**config.mk**
```make
export PLATFORM = sky130hd
export DESIGN_NAME = diff_drive_velocity_limiter_unit
export DESIGN_NICKNAME = d
export VERILOG_FILES = /design/src/rtl/dvl_pkg.sv /design/src/rtl/diff_drive_velocity_limiter_unit.sv /design/src/rtl/dvl_datapath.sv /design/src/rtl/dvl_controller.sv
export SDC_FILE = /design/constraint.sdc
export NUM_CORES = 2
export LEC_CHECK = 0
export ABC_AREA = 1
export BUFFER_PORTS_ARGS = -buffer_cell sky130_fd_sc_hd__clkbuf_2
export CORE_MARGIN = 5
export CORE_UTILIZATION = 47
export CTS_BUF_LIST = sky130_fd_sc_hd__clkbuf_4 sky130_fd_sc_hd__clkbuf_8
export DETAILED_ROUTE_END_ITERATION = 6
export GPL_ROUTABILITY_DRIVEN = 0
export GPL_TIMING_DRIVEN = 1
export HOLD_SLACK_MARGIN = 0.03
export RECOVER_POWER = 100
export SYNTH_ARGS = -nofsm -noshare
export SYNTH_HDL_FRONTEND = slang
export SYNTH_SLANG_ARGS = --single-unit
export TNS_END_PERCENT = 5
```
**constraint.sdc**
```tcl
create_clock -name clk -period 12.1 [get_ports clk]
set_input_delay 1.815 -clock clk [delete_from_list [all_inputs] [get_ports clk]]
set_output_delay 1.815 -clock clk [all_outputs]
set_load 0.05 [all_outputs]
```
**src/rtl/dvl_pkg.sv**
```systemverilog
// ----------------------------------------------------------------------------
// dvl_pkg
// Shared types, codes and constants of the differential-drive velocity
// limiter: register map, datapath commands and status, default parameters.
// ----------------------------------------------------------------------------
package dvl_pkg;

    // Default values of the top-level parameters.
    localparam int VEL_FRAC_BITS_DEF       = 12;
    localparam int PHASE1_END_TICKS_DEF    = 1000;
    localparam int PHASE2_END_TICKS_DEF    = 2500;
    localparam int PHASE1_LINEAR_LIMIT_DEF = 410;
    localparam int BOOST_MAX_LINEAR_DEF    = 1229;
    localparam int BOOST_MAX_ANGULAR_DEF   = 819;

    // Width of the working magnitudes and of the shared arithmetic unit.
    localparam int ACC_W    = 64;
    localparam int TICK_W   = 12;
    localparam logic [16:0] ONE_Q16 = 17'd65536;

    // Request kinds carried on the input tuser.
    localparam logic [1:0] REQ_CMD    = 2'd0;
    localparam logic [1:0] REQ_STATUS = 2'd1;
    localparam logic [1:0] REQ_TICK   = 2'd2;

    // Status event codes.
    localparam logic [2:0] ST_DRIVING  = 3'd0;
    localparam logic [2:0] ST_RECOVERY = 3'd1;

    // Register indexes of the configuration port.
    localparam logic [2:0] REG_LIMIT_MODE    = 3'd0;
    localparam logic [2:0] REG_SPEED_SCALE   = 3'd1;
    localparam logic [2:0] REG_LIMIT_LINEAR  = 3'd2;
    localparam logic [2:0] REG_LIMIT_ANGULAR = 3'd3;
    localparam logic [2:0] REG_PHASE2_LIMIT  = 3'd4;
    localparam logic [2:0] REG_STARTUP_ANG   = 3'd5;
    localparam logic [2:0] REG_MIN_WHEEL     = 3'd6;
    localparam logic [2:0] REG_HALF_TRACK    = 3'd7;

    // Datapath operations.
    localparam logic [4:0] OP_NONE    = 5'd0;
    localparam logic [4:0] OP_LOAD    = 5'd1;
    localparam logic [4:0] OP_STATUS  = 5'd2;
    localparam logic [4:0] OP_TICK    = 5'd3;
    localparam logic [4:0] OP_SET1    = 5'd4;
    localparam logic [4:0] OP_DIV_V   = 5'd5;
    localparam logic [4:0] OP_DIV_W   = 5'd6;
    localparam logic [4:0] OP_MUL_VSC = 5'd7;
    localparam logic [4:0] OP_MUL_WSC = 5'd8;
    localparam logic [4:0] OP_MUL_VSS = 5'd9;
    localparam logic [4:0] OP_MUL_WSS = 5'd10;
    localparam logic [4:0] OP_WHEEL   = 5'd11;
    localparam logic [4:0] OP_DIV_SB  = 5'd12;
    localparam logic [4:0] OP_COPY    = 5'd13;
    localparam logic [4:0] OP_MUL_VSB = 5'd14;
    localparam logic [4:0] OP_MUL_WSB = 5'd15;
    localparam logic [4:0] OP_MUL_KP  = 5'd16;
    localparam logic [4:0] OP_DECIDE  = 5'd17;
    localparam logic [4:0] OP_OUT     = 5'd18;

    // Which limit pair a limit pass uses; also the return point of the pass.
    localparam logic [1:0] LIM_START = 2'd0;
    localparam logic [1:0] LIM_MODE  = 2'd1;
    localparam logic [1:0] LIM_BOOST = 2'd2;

    typedef struct packed {
        logic [1:0]  limit_mode;
        logic [16:0] speed_scale;
        logic [14:0] limit_linear;
        logic [14:0] limit_angular;
        logic [14:0] phase2_limit;
        logic [14:0] startup_angular;
        logic [14:0] min_wheel_speed;
        logic [14:0] half_track;
    } cfg_t;

    typedef struct packed {
        logic [4:0] op;
        logic [1:0] lim;
    } dp_cmd_t;

    typedef struct packed {
        logic unit_done;
        logic cond_v;
        logic cond_w;
        logic phase_nz;
        logic mode_nz;
        logic recovery;
        logic boost_ok;
    } dp_stat_t;

endpackage

```
**src/rtl/diff_drive_velocity_limiter_unit.sv**
```systemverilog
// ----------------------------------------------------------------------------
// diff_drive_velocity_limiter_unit
// Velocity limiter for a differential-drive base with startup, mode and
// recovery-boost stages, Q4.12 fixed point, APB configuration.
// ----------------------------------------------------------------------------
// Status events and ticks are executed as they are accepted; the next request is
// taken in the following cycle. A velocity command runs only the active stages
// (all stages: seven divisions); its duration is set mostly by the shared
// bit-serial divider, which loads and then runs each division in turn.
// Multiplications use a 16-bit digit per cycle. One request at a time.
// rst_n clears the timer, the status flags and the sequencer at once and
// loads the configuration registers with their reset values.
// ----------------------------------------------------------------------------
module diff_drive_velocity_limiter_unit #(
    parameter int VEL_FRAC_BITS       = dvl_pkg::VEL_FRAC_BITS_DEF,
    parameter int PHASE1_END_TICKS    = dvl_pkg::PHASE1_END_TICKS_DEF,
    parameter int PHASE2_END_TICKS    = dvl_pkg::PHASE2_END_TICKS_DEF,
    parameter int PHASE1_LINEAR_LIMIT = dvl_pkg::PHASE1_LINEAR_LIMIT_DEF,
    parameter int BOOST_MAX_LINEAR    = dvl_pkg::BOOST_MAX_LINEAR_DEF,
    parameter int BOOST_MAX_ANGULAR   = dvl_pkg::BOOST_MAX_ANGULAR_DEF
) (
    input  logic        clk,
    input  logic        rst_n,
    // Request stream.
    input  logic        s_tvalid,
    output logic        s_tready,
    input  logic [39:0] s_tdata,   // v_in[15:0], w_in[31:16], status_code[34:32]
    input  logic [1:0]  s_tuser,   // req_type[1:0]
    // Result stream.
    output logic        m_tvalid,
    input  logic        m_tready,
    output logic [39:0] m_tdata,   // v_out[15:0], w_out[31:16], startup_phase[33:32],
                                   // boosted[34]
    // Configuration port.
    input  logic        psel,
    input  logic        penable,
    input  logic        pwrite,
    input  logic [4:0]  paddr,
    input  logic [31:0] pwdata,
    output logic [31:0] prdata,
    output logic        pready
);

    dvl_pkg::cfg_t      cfg_reg;
    dvl_pkg::dp_cmd_t   cmd;
    dvl_pkg::dp_stat_t  stat;
    logic [2:0]         reg_idx;
    logic               cfg_wr;
    logic signed [15:0] v_out, w_out;
    logic [1:0]         startup_phase;
    logic               boosted;

    // The register index is the word address; writes complete in the access
    // cycle since the port never stalls.
    assign reg_idx = paddr[4:2];
    assign cfg_wr  = psel && penable && pwrite;
    assign pready  = 1'b1;

    always_ff @(posedge clk or negedge rst_n)
    begin
        if (!rst_n)
        begin
            cfg_reg.limit_mode      <= 2'd0;
            cfg_reg.speed_scale     <= dvl_pkg::ONE_Q16;
            cfg_reg.limit_linear    <= 15'd0;
            cfg_reg.limit_angular   <= 15'd0;
            cfg_reg.phase2_limit    <= 15'd1229;
            cfg_reg.startup_angular <= 15'd2048;
            cfg_reg.min_wheel_speed <= 15'd82;
            cfg_reg.half_track      <= 15'd1077;
        end
        else if (cfg_wr)
        begin
            unique case (reg_idx)
                dvl_pkg::REG_LIMIT_MODE:
                    cfg_reg.limit_mode <= pwdata[1:0];
                dvl_pkg::REG_SPEED_SCALE:
                    // A scale above 1.0 is clamped to 1.0.
                    cfg_reg.speed_scale <= (pwdata[16:0] > dvl_pkg::ONE_Q16)
                                           ? dvl_pkg::ONE_Q16 : pwdata[16:0];
                dvl_pkg::REG_LIMIT_LINEAR:  cfg_reg.limit_linear    <= pwdata[14:0];
                dvl_pkg::REG_LIMIT_ANGULAR: cfg_reg.limit_angular   <= pwdata[14:0];
                dvl_pkg::REG_PHASE2_LIMIT:  cfg_reg.phase2_limit    <= pwdata[14:0];
                dvl_pkg::REG_STARTUP_ANG:   cfg_reg.startup_angular <= pwdata[14:0];
                dvl_pkg::REG_MIN_WHEEL:     cfg_reg.min_wheel_speed <= pwdata[14:0];
                dvl_pkg::REG_HALF_TRACK:    cfg_reg.half_track      <= pwdata[14:0];
                default:
                begin
                end
            endcase
        end
    end

    always_comb
    begin
        unique case (reg_idx)
            dvl_pkg::REG_LIMIT_MODE:    prdata = 32'(cfg_reg.limit_mode);
            dvl_pkg::REG_SPEED_SCALE:   prdata = 32'(cfg_reg.speed_scale);
            dvl_pkg::REG_LIMIT_LINEAR:  prdata = 32'(cfg_reg.limit_linear);
            dvl_pkg::REG_LIMIT_ANGULAR: prdata = 32'(cfg_reg.limit_angular);
            dvl_pkg::REG_PHASE2_LIMIT:  prdata = 32'(cfg_reg.phase2_limit);
            dvl_pkg::REG_STARTUP_ANG:   prdata = 32'(cfg_reg.startup_angular);
            dvl_pkg::REG_MIN_WHEEL:     prdata = 32'(cfg_reg.min_wheel_speed);
            default:                    prdata = 32'(cfg_reg.half_track);
        endcase
    end

    // The sequencer decides the order of the passes; the datapath holds the
    // magnitudes, signs and scale factors and owns the shared arithmetic unit.
    dvl_controller u_ctrl (
        .clk       (clk),
        .rst_n     (rst_n),
        .in_valid  (s_tvalid),
        .req_type  (s_tuser),
        .in_ready  (s_tready),
        .out_valid (m_tvalid),
        .out_ready (m_tready),
        .stat      (stat),
        .cmd       (cmd)
    );

    dvl_datapath #(
        .VEL_FRAC_BITS       (VEL_FRAC_BITS),
        .PHASE1_END_TICKS    (PHASE1_END_TICKS),
        .PHASE2_END_TICKS    (PHASE2_END_TICKS),
        .PHASE1_LINEAR_LIMIT (PHASE1_LINEAR_LIMIT),
        .BOOST_MAX_LINEAR    (BOOST_MAX_LINEAR),
        .BOOST_MAX_ANGULAR   (BOOST_MAX_ANGULAR)
    ) u_dp (
        .clk           (clk),
        .rst_n         (rst_n),
        .cfg           (cfg_reg),
        .cmd           (cmd),
        .v_in          (s_tdata[15:0]),
        .w_in          (s_tdata[31:16]),
        .status_code   (s_tdata[34:32]),
        .stat          (stat),
        .v_out         (v_out),
        .w_out         (w_out),
        .startup_phase (startup_phase),
        .boosted       (boosted)
    );

    // The result is held in the datapath's output registers until taken.
    assign m_tdata = {5'd0, boosted, startup_phase, w_out, v_out};

endmodule

```
**src/rtl/dvl_datapath.sv**
```systemverilog
// ----------------------------------------------------------------------------
// dvl_datapath
// Working registers, status tracking and the shared serial multiply/divide
// unit of the velocity limiter. Executes one command from the controller.
// ----------------------------------------------------------------------------
module dvl_datapath #(
    parameter int VEL_FRAC_BITS       = dvl_pkg::VEL_FRAC_BITS_DEF,
    parameter int PHASE1_END_TICKS    = dvl_pkg::PHASE1_END_TICKS_DEF,
    parameter int PHASE2_END_TICKS    = dvl_pkg::PHASE2_END_TICKS_DEF,
    parameter int PHASE1_LINEAR_LIMIT = dvl_pkg::PHASE1_LINEAR_LIMIT_DEF,
    parameter int BOOST_MAX_LINEAR    = dvl_pkg::BOOST_MAX_LINEAR_DEF,
    parameter int BOOST_MAX_ANGULAR   = dvl_pkg::BOOST_MAX_ANGULAR_DEF
) (
    input  logic                 clk,
    input  logic                 rst_n,
    input  dvl_pkg::cfg_t        cfg,
    input  dvl_pkg::dp_cmd_t     cmd,
    input  logic signed [15:0]   v_in,
    input  logic signed [15:0]   w_in,
    input  logic [2:0]           status_code,
    output dvl_pkg::dp_stat_t    stat,
    output logic signed [15:0]   v_out,
    output logic signed [15:0]   w_out,
    output logic [1:0]           startup_phase,
    output logic                 boosted
);

    localparam int W      = dvl_pkg::ACC_W;
    localparam int TICK_W = dvl_pkg::TICK_W;

    // Control state.
    logic                          driving_reg;
    logic                          last_drv_reg;
    logic                          recovery_reg;
    logic [dvl_pkg::TICK_W-1:0]    ticks_reg;
    logic                          u_busy_reg;
    logic                          u_div_reg;
    logic [5:0]                    u_cnt_reg;

    // Payload.
    logic [W-1:0]  vm_reg, wm_reg, tv_reg, tw_reg, sb_reg, mw_reg;
    logic [16:0]   sc_reg;
    logic          vs_reg, ws_reg, boost_reg;
    logic [W-1:0]  u_a_reg, u_b_reg, u_acc_reg;
    logic signed [15:0] v_out_reg, w_out_reg;
    logic [1:0]    phase_out_reg;
    logic          boosted_out_reg;

    logic [1:0]    phase;
    logic [14:0]   lim_v, lim_w;
    logic          is_mul, is_div;
    logic [W-1:0]  op_a, op_b;
    logic [W-1:0]  mul_next;
    logic [W:0]    rem_sh;
    logic          rem_ge;
    logic [W-1:0]  rem_next, quo_next, u_res;
    logic          u_done;
    logic [31:0]   wheel_w;
    logic [W-1:0]  wheel_next;
    logic [16:0]   v_abs, w_abs;

    // Startup phase from the driving timer.
    always_comb
    begin
        phase = 2'd0;
        if (driving_reg)
        begin
            if (ticks_reg < TICK_W'(PHASE1_END_TICKS))
                phase = 2'd1;
            else if (ticks_reg < TICK_W'(PHASE2_END_TICKS))
                phase = (cfg.phase2_limit != 15'd0) ? 2'd2 : 2'd0;
        end
    end

    always_comb
    begin
        unique case (cmd.lim)
            dvl_pkg::LIM_START:
            begin
                lim_v = (phase == 2'd1) ? 15'(PHASE1_LINEAR_LIMIT) : cfg.phase2_limit;
                lim_w = cfg.startup_angular;
            end
            dvl_pkg::LIM_MODE:
            begin
                lim_v = cfg.limit_linear;
                lim_w = cfg.limit_angular;
            end
            default:
            begin
                lim_v = 15'(BOOST_MAX_LINEAR);
                lim_w = 15'(BOOST_MAX_ANGULAR);
            end
        endcase
    end

    // Operand selection for the shared unit; the narrow factor goes to b.
    always_comb
    begin
        is_mul = 1'b0;
        is_div = 1'b0;
        op_a   = '0;
        op_b   = '0;
        unique case (cmd.op)
            dvl_pkg::OP_DIV_V:
            begin
                is_div = 1'b1;
                op_a   = W'(vm_reg);
                op_b   = W'(lim_v) << 16;
            end
            dvl_pkg::OP_DIV_W:
            begin
                is_div = 1'b1;
                op_a   = wm_reg;
                op_b   = W'(lim_w) << 16;
            end
            dvl_pkg::OP_DIV_SB:
            begin
                is_div = 1'b1;
                op_a   = mw_reg;
                op_b   = W'(cfg.min_wheel_speed) << (2 * VEL_FRAC_BITS + 16);
            end
            dvl_pkg::OP_MUL_VSC:
            begin
                is_mul = 1'b1;
                op_a   = vm_reg;
                op_b   = W'(sc_reg);
            end
            dvl_pkg::OP_MUL_WSC:
            begin
                is_mul = 1'b1;
                op_a   = wm_reg;
                op_b   = W'(sc_reg);
            end
            dvl_pkg::OP_MUL_VSS:
            begin
                is_mul = 1'b1;
                op_a   = vm_reg;
                op_b   = W'(cfg.speed_scale);
            end
            dvl_pkg::OP_MUL_WSS:
            begin
                is_mul = 1'b1;
                op_a   = wm_reg;
                op_b   = W'(cfg.speed_scale);
            end
            dvl_pkg::OP_MUL_VSB:
            begin
                is_mul = 1'b1;
                op_a   = sb_reg;
                op_b   = tv_reg;
            end
            dvl_pkg::OP_MUL_WSB:
            begin
                is_mul = 1'b1;
                op_a   = sb_reg;
                op_b   = tw_reg;
            end
            dvl_pkg::OP_MUL_KP:
            begin
                is_mul = 1'b1;
                op_a   = sb_reg;
                op_b   = W'(sc_reg);
            end
            default:
            begin
                is_mul = 1'b0;
            end
        endcase
    end

    // One 16-bit digit of the multiplier, or one quotient bit, per cycle.
    assign mul_next = u_acc_reg + W'(u_a_reg * u_b_reg[15:0]);
    assign rem_sh   = {u_acc_reg, u_b_reg[W-1]};
    assign rem_ge   = rem_sh >= {1'b0, u_a_reg};
    assign rem_next = rem_ge ? W'(rem_sh - {1'b0, u_a_reg}) : rem_sh[W-1:0];
    assign quo_next = {u_b_reg[W-2:0], rem_ge};
    assign u_done   = u_busy_reg && (u_div_reg ? (u_cnt_reg == 6'd63)
                                               : (u_b_reg[W-1:16] == '0));
    assign u_res    = u_div_reg ? quo_next : mul_next;

    assign wheel_w    = 32'(wm_reg[16:0]) * 32'(cfg.half_track);
    assign wheel_next = (W'(vm_reg[16:0]) << VEL_FRAC_BITS) + W'(wheel_w);

    assign v_abs = v_in[15] ? 17'(17'd0 - 17'(v_in)) : 17'(v_in);
    assign w_abs = w_in[15] ? 17'(17'd0 - 17'(w_in)) : 17'(w_in);

    always_ff @(posedge clk or negedge rst_n)
    begin
        if (!rst_n)
        begin
            driving_reg  <= 1'b0;
            last_drv_reg <= 1'b0;
            recovery_reg <= 1'b0;
            ticks_reg    <= '0;
            u_busy_reg   <= 1'b0;
            u_div_reg    <= 1'b0;
            u_cnt_reg    <= '0;
        end
        else
        begin
            if (cmd.op == dvl_pkg::OP_STATUS)
            begin
                if (status_code == dvl_pkg::ST_DRIVING)
                begin
                    if (!last_drv_reg)
                    begin
                        driving_reg <= 1'b1;
                        ticks_reg   <= '0;
                    end
                end
                else
                begin
                    driving_reg <= 1'b0;
                    ticks_reg   <= '0;
                end
                last_drv_reg <= (status_code == dvl_pkg::ST_DRIVING);
                recovery_reg <= (status_code == dvl_pkg::ST_RECOVERY);
            end
            if (cmd.op == dvl_pkg::OP_TICK && driving_reg && ticks_reg != '1)
                ticks_reg <= ticks_reg + 1'b1;

            if (u_done)
                u_busy_reg <= 1'b0;
            else if (!u_busy_reg && (is_mul || is_div))
            begin
                u_busy_reg <= 1'b1;
                u_div_reg  <= is_div;
                u_cnt_reg  <= '0;
            end
            else if (u_busy_reg)
                u_cnt_reg <= u_cnt_reg + 1'b1;
        end
    end

    always_ff @(posedge clk)
    begin
        // Shared unit payload.
        if (!u_busy_reg && (is_mul || is_div))
        begin
            u_a_reg   <= op_a;
            u_b_reg   <= op_b;
            u_acc_reg <= '0;
        end
        else if (u_busy_reg)
        begin
            if (u_div_reg)
            begin
                u_acc_reg <= rem_next;
                u_b_reg   <= quo_next;
            end
            else
            begin
                u_acc_reg <= mul_next;
                u_a_reg   <= u_a_reg << 16;
                u_b_reg   <= u_b_reg >> 16;
            end
        end

        unique case (cmd.op)
            dvl_pkg::OP_LOAD:
            begin
                vm_reg    <= W'(v_abs);
                wm_reg    <= W'(w_abs);
                vs_reg    <= v_in[15];
                ws_reg    <= w_in[15];
                boost_reg <= 1'b0;
            end
            dvl_pkg::OP_SET1:
                sc_reg <= dvl_pkg::ONE_Q16;
            dvl_pkg::OP_DIV_V, dvl_pkg::OP_DIV_W:
                if (u_done && u_res < W'(sc_reg))
                    sc_reg <= u_res[16:0];
            dvl_pkg::OP_DIV_SB:
                if (u_done)
                    sb_reg <= u_res;
            dvl_pkg::OP_MUL_VSC, dvl_pkg::OP_MUL_VSS, dvl_pkg::OP_MUL_VSB:
                if (u_done)
                    vm_reg <= u_res >> 16;
            dvl_pkg::OP_MUL_WSC, dvl_pkg::OP_MUL_WSS, dvl_pkg::OP_MUL_WSB:
                if (u_done)
                    wm_reg <= u_res >> 16;
            dvl_pkg::OP_MUL_KP:
                if (u_done)
                    mw_reg <= u_res;
            dvl_pkg::OP_WHEEL:
                mw_reg <= wheel_next;
            dvl_pkg::OP_COPY:
            begin
                tv_reg <= vm_reg;
                tw_reg <= wm_reg;
            end
            dvl_pkg::OP_DECIDE:
            begin
                // The clipped boost is kept only if it still raises the speed.
                if ((mw_reg >> 16) > W'(dvl_pkg::ONE_Q16))
                    boost_reg <= 1'b1;
                else
                begin
                    vm_reg <= tv_reg;
                    wm_reg <= tw_reg;
                end
            end
            dvl_pkg::OP_OUT:
            begin
                if (vs_reg)
                    v_out_reg <= (vm_reg > W'(32768)) ? 16'sh8000
                                 : 16'(17'd0 - vm_reg[16:0]);
                else
                    v_out_reg <= (vm_reg > W'(32767)) ? 16'sh7FFF : vm_reg[15:0];
                if (ws_reg)
                    w_out_reg <= (wm_reg > W'(32768)) ? 16'sh8000
                                 : 16'(17'd0 - wm_reg[16:0]);
                else
                    w_out_reg <= (wm_reg > W'(32767)) ? 16'sh7FFF : wm_reg[15:0];
                phase_out_reg   <= phase;
                boosted_out_reg <= boost_reg;
            end
            default:
            begin
            end
        endcase
    end

    assign stat.unit_done = u_done;
    assign stat.cond_v    = (lim_v != 15'd0) && (vm_reg > W'(lim_v));
    assign stat.cond_w    = (lim_w != 15'd0) && (wm_reg > W'(lim_w));
    assign stat.phase_nz  = (phase != 2'd0);
    assign stat.mode_nz   = (cfg.limit_mode != 2'd0);
    assign stat.recovery  = recovery_reg;
    assign stat.boost_ok  = (mw_reg != '0)
                            && (mw_reg < (W'(cfg.min_wheel_speed) << VEL_FRAC_BITS));

    assign v_out         = v_out_reg;
    assign w_out         = w_out_reg;
    assign startup_phase = phase_out_reg;
    assign boosted       = boosted_out_reg;

endmodule

```
**src/rtl/dvl_controller.sv**
```systemverilog
// ----------------------------------------------------------------------------
// dvl_controller
// Sequencer of the velocity limiter: accepts requests, steps the datapath
// through the startup, mode and boost passes and hands off the result.
// ----------------------------------------------------------------------------
module dvl_controller (
    input  logic               clk,
    input  logic               rst_n,
    input  logic               in_valid,
    input  logic [1:0]         req_type,
    output logic               in_ready,
    output logic               out_valid,
    input  logic               out_ready,
    input  dvl_pkg::dp_stat_t  stat,
    output dvl_pkg::dp_cmd_t   cmd
);

    localparam logic [4:0] S_IDLE = 5'd0;
    localparam logic [4:0] S_LSI  = 5'd1;
    localparam logic [4:0] S_LS0  = 5'd2;
    localparam logic [4:0] S_LS1  = 5'd3;
    localparam logic [4:0] S_LS2  = 5'd4;
    localparam logic [4:0] S_LS3  = 5'd5;
    localparam logic [4:0] S_MD0  = 5'd6;
    localparam logic [4:0] S_MD1  = 5'd7;
    localparam logic [4:0] S_BW   = 5'd8;
    localparam logic [4:0] S_BT   = 5'd9;
    localparam logic [4:0] S_BD   = 5'd10;
    localparam logic [4:0] S_BC   = 5'd11;
    localparam logic [4:0] S_BM0  = 5'd12;
    localparam logic [4:0] S_BM1  = 5'd13;
    localparam logic [4:0] S_BK   = 5'd14;
    localparam logic [4:0] S_BR   = 5'd15;
    localparam logic [4:0] S_FIN  = 5'd16;

    logic [4:0] state_reg, state_next;
    logic [1:0] ret_reg, ret_next;
    logic       out_valid_reg, out_valid_next;
    logic       accept;
    logic [4:0] after_mode, after_start;

    assign accept      = in_valid && (state_reg == S_IDLE);
    assign after_mode  = stat.recovery ? S_BW : S_FIN;
    assign after_start = stat.mode_nz ? S_MD0 : after_mode;

    always_comb
    begin
        state_next     = state_reg;
        ret_next       = ret_reg;
        out_valid_next = out_valid_reg && !out_ready;
        cmd.op         = dvl_pkg::OP_NONE;
        cmd.lim        = ret_reg;
        unique case (state_reg)
            S_IDLE:
            begin
                if (accept)
                begin
                    priority case (req_type)
                        dvl_pkg::REQ_CMD:
                        begin
                            cmd.op = dvl_pkg::OP_LOAD;
                            if (stat.phase_nz)
                            begin
                                ret_next   = dvl_pkg::LIM_START;
                                state_next = S_LSI;
                            end
                            else
                                state_next = after_start;
                        end
                        dvl_pkg::REQ_STATUS: cmd.op = dvl_pkg::OP_STATUS;
                        dvl_pkg::REQ_TICK:   cmd.op = dvl_pkg::OP_TICK;
                        default:             cmd.op = dvl_pkg::OP_NONE;
                    endcase
                end
            end
            S_LSI:
            begin
                cmd.op     = dvl_pkg::OP_SET1;
                state_next = S_LS0;
            end
            S_LS0:
            begin
                if (stat.cond_v)
                begin
                    cmd.op = dvl_pkg::OP_DIV_V;
                    if (stat.unit_done)
                        state_next = S_LS1;
                end
                else
                    state_next = S_LS1;
            end
            S_LS1:
            begin
                if (stat.cond_w)
                begin
                    cmd.op = dvl_pkg::OP_DIV_W;
                    if (stat.unit_done)
                        state_next = S_LS2;
                end
                else
                    state_next = S_LS2;
            end
            S_LS2:
            begin
                cmd.op = dvl_pkg::OP_MUL_VSC;
                if (stat.unit_done)
                    state_next = S_LS3;
            end
            S_LS3:
            begin
                cmd.op = dvl_pkg::OP_MUL_WSC;
                if (stat.unit_done)
                begin
                    unique case (ret_reg)
                        dvl_pkg::LIM_START: state_next = after_start;
                        dvl_pkg::LIM_MODE:  state_next = after_mode;
                        default:            state_next = S_BK;
                    endcase
                end
            end
            S_MD0:
            begin
                cmd.op = dvl_pkg::OP_MUL_VSS;
                if (stat.unit_done)
                    state_next = S_MD1;
            end
            S_MD1:
            begin
                cmd.op = dvl_pkg::OP_MUL_WSS;
                if (stat.unit_done)
                begin
                    ret_next   = dvl_pkg::LIM_MODE;
                    state_next = S_LSI;
                end
            end
            S_BW:
            begin
                cmd.op     = dvl_pkg::OP_WHEEL;
                state_next = S_BT;
            end
            S_BT:
                state_next = stat.boost_ok ? S_BD : S_FIN;
            S_BD:
            begin
                cmd.op = dvl_pkg::OP_DIV_SB;
                if (stat.unit_done)
                    state_next = S_BC;
            end
            S_BC:
            begin
                cmd.op     = dvl_pkg::OP_COPY;
                state_next = S_BM0;
            end
            S_BM0:
            begin
                cmd.op = dvl_pkg::OP_MUL_VSB;
                if (stat.unit_done)
                    state_next = S_BM1;
            end
            S_BM1:
            begin
                cmd.op = dvl_pkg::OP_MUL_WSB;
                if (stat.unit_done)
                begin
                    ret_next   = dvl_pkg::LIM_BOOST;
                    state_next = S_LSI;
                end
            end
            S_BK:
            begin
                cmd.op = dvl_pkg::OP_MUL_KP;
                if (stat.unit_done)
                    state_next = S_BR;
            end
            S_BR:
            begin
                cmd.op     = dvl_pkg::OP_DECIDE;
                state_next = S_FIN;
            end
            S_FIN:
            begin
                if (!out_valid_reg || out_ready)
                begin
                    cmd.op         = dvl_pkg::OP_OUT;
                    out_valid_next = 1'b1;
                    state_next     = S_IDLE;
                end
            end
            default:
                state_next = S_IDLE;
        endcase
    end

    always_ff @(posedge clk or negedge rst_n)
    begin
        if (!rst_n)
        begin
            state_reg     <= S_IDLE;
            ret_reg       <= dvl_pkg::LIM_START;
            out_valid_reg <= 1'b0;
        end
        else
        begin
            state_reg     <= state_next;
            ret_reg       <= ret_next;
            out_valid_reg <= out_valid_next;
        end
    end

    assign in_ready  = (state_reg == S_IDLE);
    assign out_valid = out_valid_reg;

endmodule

```
==> impl_metrics.yaml <==
clocking:
  clock_path_buffers: 3
  cts_made_buffers: 130
  clk_latency_ns: 0.90
  clk_pin_slew_worst_paths_ns: 0.06
  clock_sinks: 771
  htreeDepth: 4
  cts_hold_buf: 0
  cts_root_buf: "clkbuf_8"
  post_cts_buffers: 0
  post_cts_resized: 0
  tritoncts: "built"
yosys:
  synth.area.top_cells: "fa_1, edfxtp_1, nand2_1"
  seq_area_frac_synth: 0.267
  synth_top_area_share: 0.251
  synth_commonest_cells: "nand2_1, inv_1, fa_1"
  synth_cells: 10200
  ys_seq_elements: 771
  synth-edff-count: 567
  syn_avg_cell_area_um2: 8.03
  synth.most_common_cell: "nand2_1"
  synthArstFlopShare: 0.182
  yosys_warnings: 0
  synthFlopType: "edfxtp_1"
  synth_area_mm2: 0.0818
  ys_types: 67
  yosysTopAreaCell: "fa_1"
timing:
  finalCriticalPeriod_ns: 10.79
  period_share: 0.891
  worstMarginPinSlew_ns: 4.93
  rsz0062_at_grt: "no"
  slew_headroom: -2.29
  hold_viol_final: 0
  setup_viol: 0
  setup_tns_ns: 0
  clock.fmax_mhz: 92.7
  final_max_slew_viol_count: 1356
  skew_ns: 0.0546
grt:
  met1_usage: 0.417
  grt_use_met2: 0.492
  use_met3: 0.0598
  overflow: 0
  grt_pass1_wl_um: 434000
  grt_start_max_net_pins: 101
  top_usage_layer: "met2"
  grt_antenna_before_repair: 7
  grt_pass1_vias: 71000
  grt_use_total: 0.314
detailed_routing:
  routedWlPerCell_um: 22.8
  vias: 70500
  ant_nets: 0
  dr.pass1.iters: 7
  drtIter0Drc: 7477
  route.detailed.drc: 0
  via_per_inst: 5.63
  wirelength_um: 285000
floorplan:
  floorplan.die.width_um: 427
  boundaryPins: 161
  initial_utilization: 0.472
  fp.dieH_um: 427
  core_mm2: 0.173
  die_area_mm2: 0.182
  num_rows: 153
worst_setup_path:
  endpoint_kind: "flop"
  cp_num_buf_inv: 6
  rr_endpoint: "u_dp.u_b_reg[17]$_DFFE_PP_"
  crit_type: "reg2reg"
  cp_slowest_cell: "nor2_2"
  r2r_cells: 26
  r2r_slack_ns: 1.31
  arrival_ns: 11.45
  crit_required_ns: 12.77
  cp_top_family: "simple AND/OR/NAND/NOR gates"
  startpoint_type: "flop"
  critical_path_peak_fanout: 59
  path_common_cell: "nand2_1"
  worst_path_largest_cell_delay_ns: 1.57
  worstReg2RegStart: "u_dp.ticks_reg[3]$_DFFE_PN0P_"
hold_path:
  holdCritPathClass: "reg2reg"
  hold_start: "u_dp.vm_reg[37]$_DFFE_PP_"
  min_to: "u_dp.tv_reg[37]$_DFFE_PN_"
  hold_depth: 0
status:
  status: "complete, but fails checks"
  violations: "max-capacitance violations, max-slew violations"
finish:
  nFillCells: 17000
  largest_reg_flops: 109
  layout-drive-gt1-share: 0.0422
  multi_input_area_mm2: 0.0488
  regArea_mm2: 0.0218
  fin_nets: 11500
  areaGrowthSynthToFinish_pct: 5.89
placement:
  numPortBuffers: 117
  dp_hpwl_um: 223000
job:
  maxCapViolCount: 27
-- placed cells by master (no fill, tap or decap), types with 58 or more instances in the layout --
| cell type | synthesis | final |
|---|---|---|
| nand2_1 | 2584 | 2587 |
| inv_1 | 2387 | 2387 |
| fa_1 | 1027 | 1027 |
| o21ai_0 | 554 | 583 |
| edfxtp_1 | 567 | 567 |
| nor2_1 | 504 | 497 |
| ha_1 | 334 | 334 |
| a21oi_1 | 325 | 325 |
| nand3_1 | 261 | 261 |
| o22ai_1 | 200 | 200 |
| clkbuf_8 | 0 | 138 |
| dfrtp_1 | 124 | 123 |
| clkbuf_1 | 388 | 94 |
| buf_4 | 30 | 87 |
| xor2_1 | 80 | 80 |
| nor4_1 | 69 | 69 |
| o211ai_1 | 65 | 65 |
| xnor2_1 | 64 | 64 |
| dfxtp_1 | 64 | 64 |
| clkbuf_2 | 1 | 61 |
| nand4_1 | 57 | 58 |
-- final cells by class --
type / count / area share
clock buffer: 182 / 0.0257
tap: 2325 / 0.0336
clock inverter: 50 / 0.00516
antenna: 3 / 0.0000867
sequential: 771 / 0.252
inverter: 2402 / 0.104
multi-input combinational: 6540 / 0.564
timing repair buffer: 243 / 0.0154
-- worst max-delay path by stage --
stage / start / end / slack, ns / cells past startpoint
3_3_place_gp: u_dp.u_b_reg[14]$_DFFE_PP_ / u_dp.sc_reg[4]$_SDFFCE_PN0P_ / 2.47 / 29
2_1_floorplan: u_ctrl.state_reg[4]$_DFFE_PN0P_ / u_dp.vm_reg[0]$_DFFE_PP_ / 2.14 / 13
6_report: u_dp.ticks_reg[3]$_DFFE_PN0P_ / u_dp.u_b_reg[17]$_DFFE_PP_ / 1.31 / 26
5_1_grt: u_dp.u_b_reg[13]$_DFFE_PP_ / u_dp.sc_reg[16]$_SDFFCE_PN1P_ / 0.88 / 28
4_1_cts: u_dp.u_b_reg[5]$_DFFE_PP_ / u_dp.sc_reg[7]$_SDFFCE_PN0P_ / 2.41 / 26
3_5_place_dp: u_dp.u_b_reg[5]$_DFFE_PP_ / u_dp.sc_reg[5]$_SDFFCE_PN0P_ / 2.44 / 26
-- logic make-up (layout without fill, tap and decap cells) --
logic type	after synthesis	after routing	share of synthesized area
xor gates and xnor gates	144	144	0.0154
muxes	1	1	0.000122
AOI/OAI and AO/OA	1429	1429	0.102
other	2	24	0.0000918
DFF	771	771	0.267
and+or+nand+nor	3584	3584	0.176
buffers and inverters	2901	2877	0.137
adders and majority gates	1361	1361	0.302
-- worst reg2reg max path, stage by stage, from the launching register on --
cell and delay [ns]:
dfrtp_1 0.42, nor2_1 0.15, nor2_1 0.07, nand2_2 0.08
nand4_1 0.59, inv_1 0.52, o21ai_0 0.18, o21ai_0 0.31
ha_1 0.36, nand2_1 0.06, inv_1 0.05, nand3_1 0.08
a31oi_1 0.09, a2111oi_0 0.33, nand3_1 0.14, nand3_1 0.11
inv_1 0.04, nand2_1 0.06, clkbuf_1 0.82, nand2_1 1.21
inv_1 0.68, nand2_1 0.31, nand2_1 1.26, inv_6 0.44
nor2_2 1.58, nand2_1 0.46, o211ai_1 0.21
-- metal layers --
layer	part of all wire	vias up
met5	0.00017	-
met4	0.062	8
met3	0.10	795
met2	0.45	3855
met1	0.39	34600
li1	-	31200
-- metrics by stage --
step	worst slack, ns	instances	instance area (um2)	util	hold WS [ns]
floorplan	2.14	10200	81900	-	0.400
global placement	2.47	12300	84300	0.486	0.463
detailed placement	2.44	12300	84300	0.486	0.463
CTS	2.41	12500	87000	0.501	0.465
global route	0.879	12500	86600	0.499	0.478
finish	1.31	12500	86600	0.499	0.470
Power is left out: the tool's default activity adds up to more than one toggle a clock period on the data nets, which glitch-free logic cannot reach.
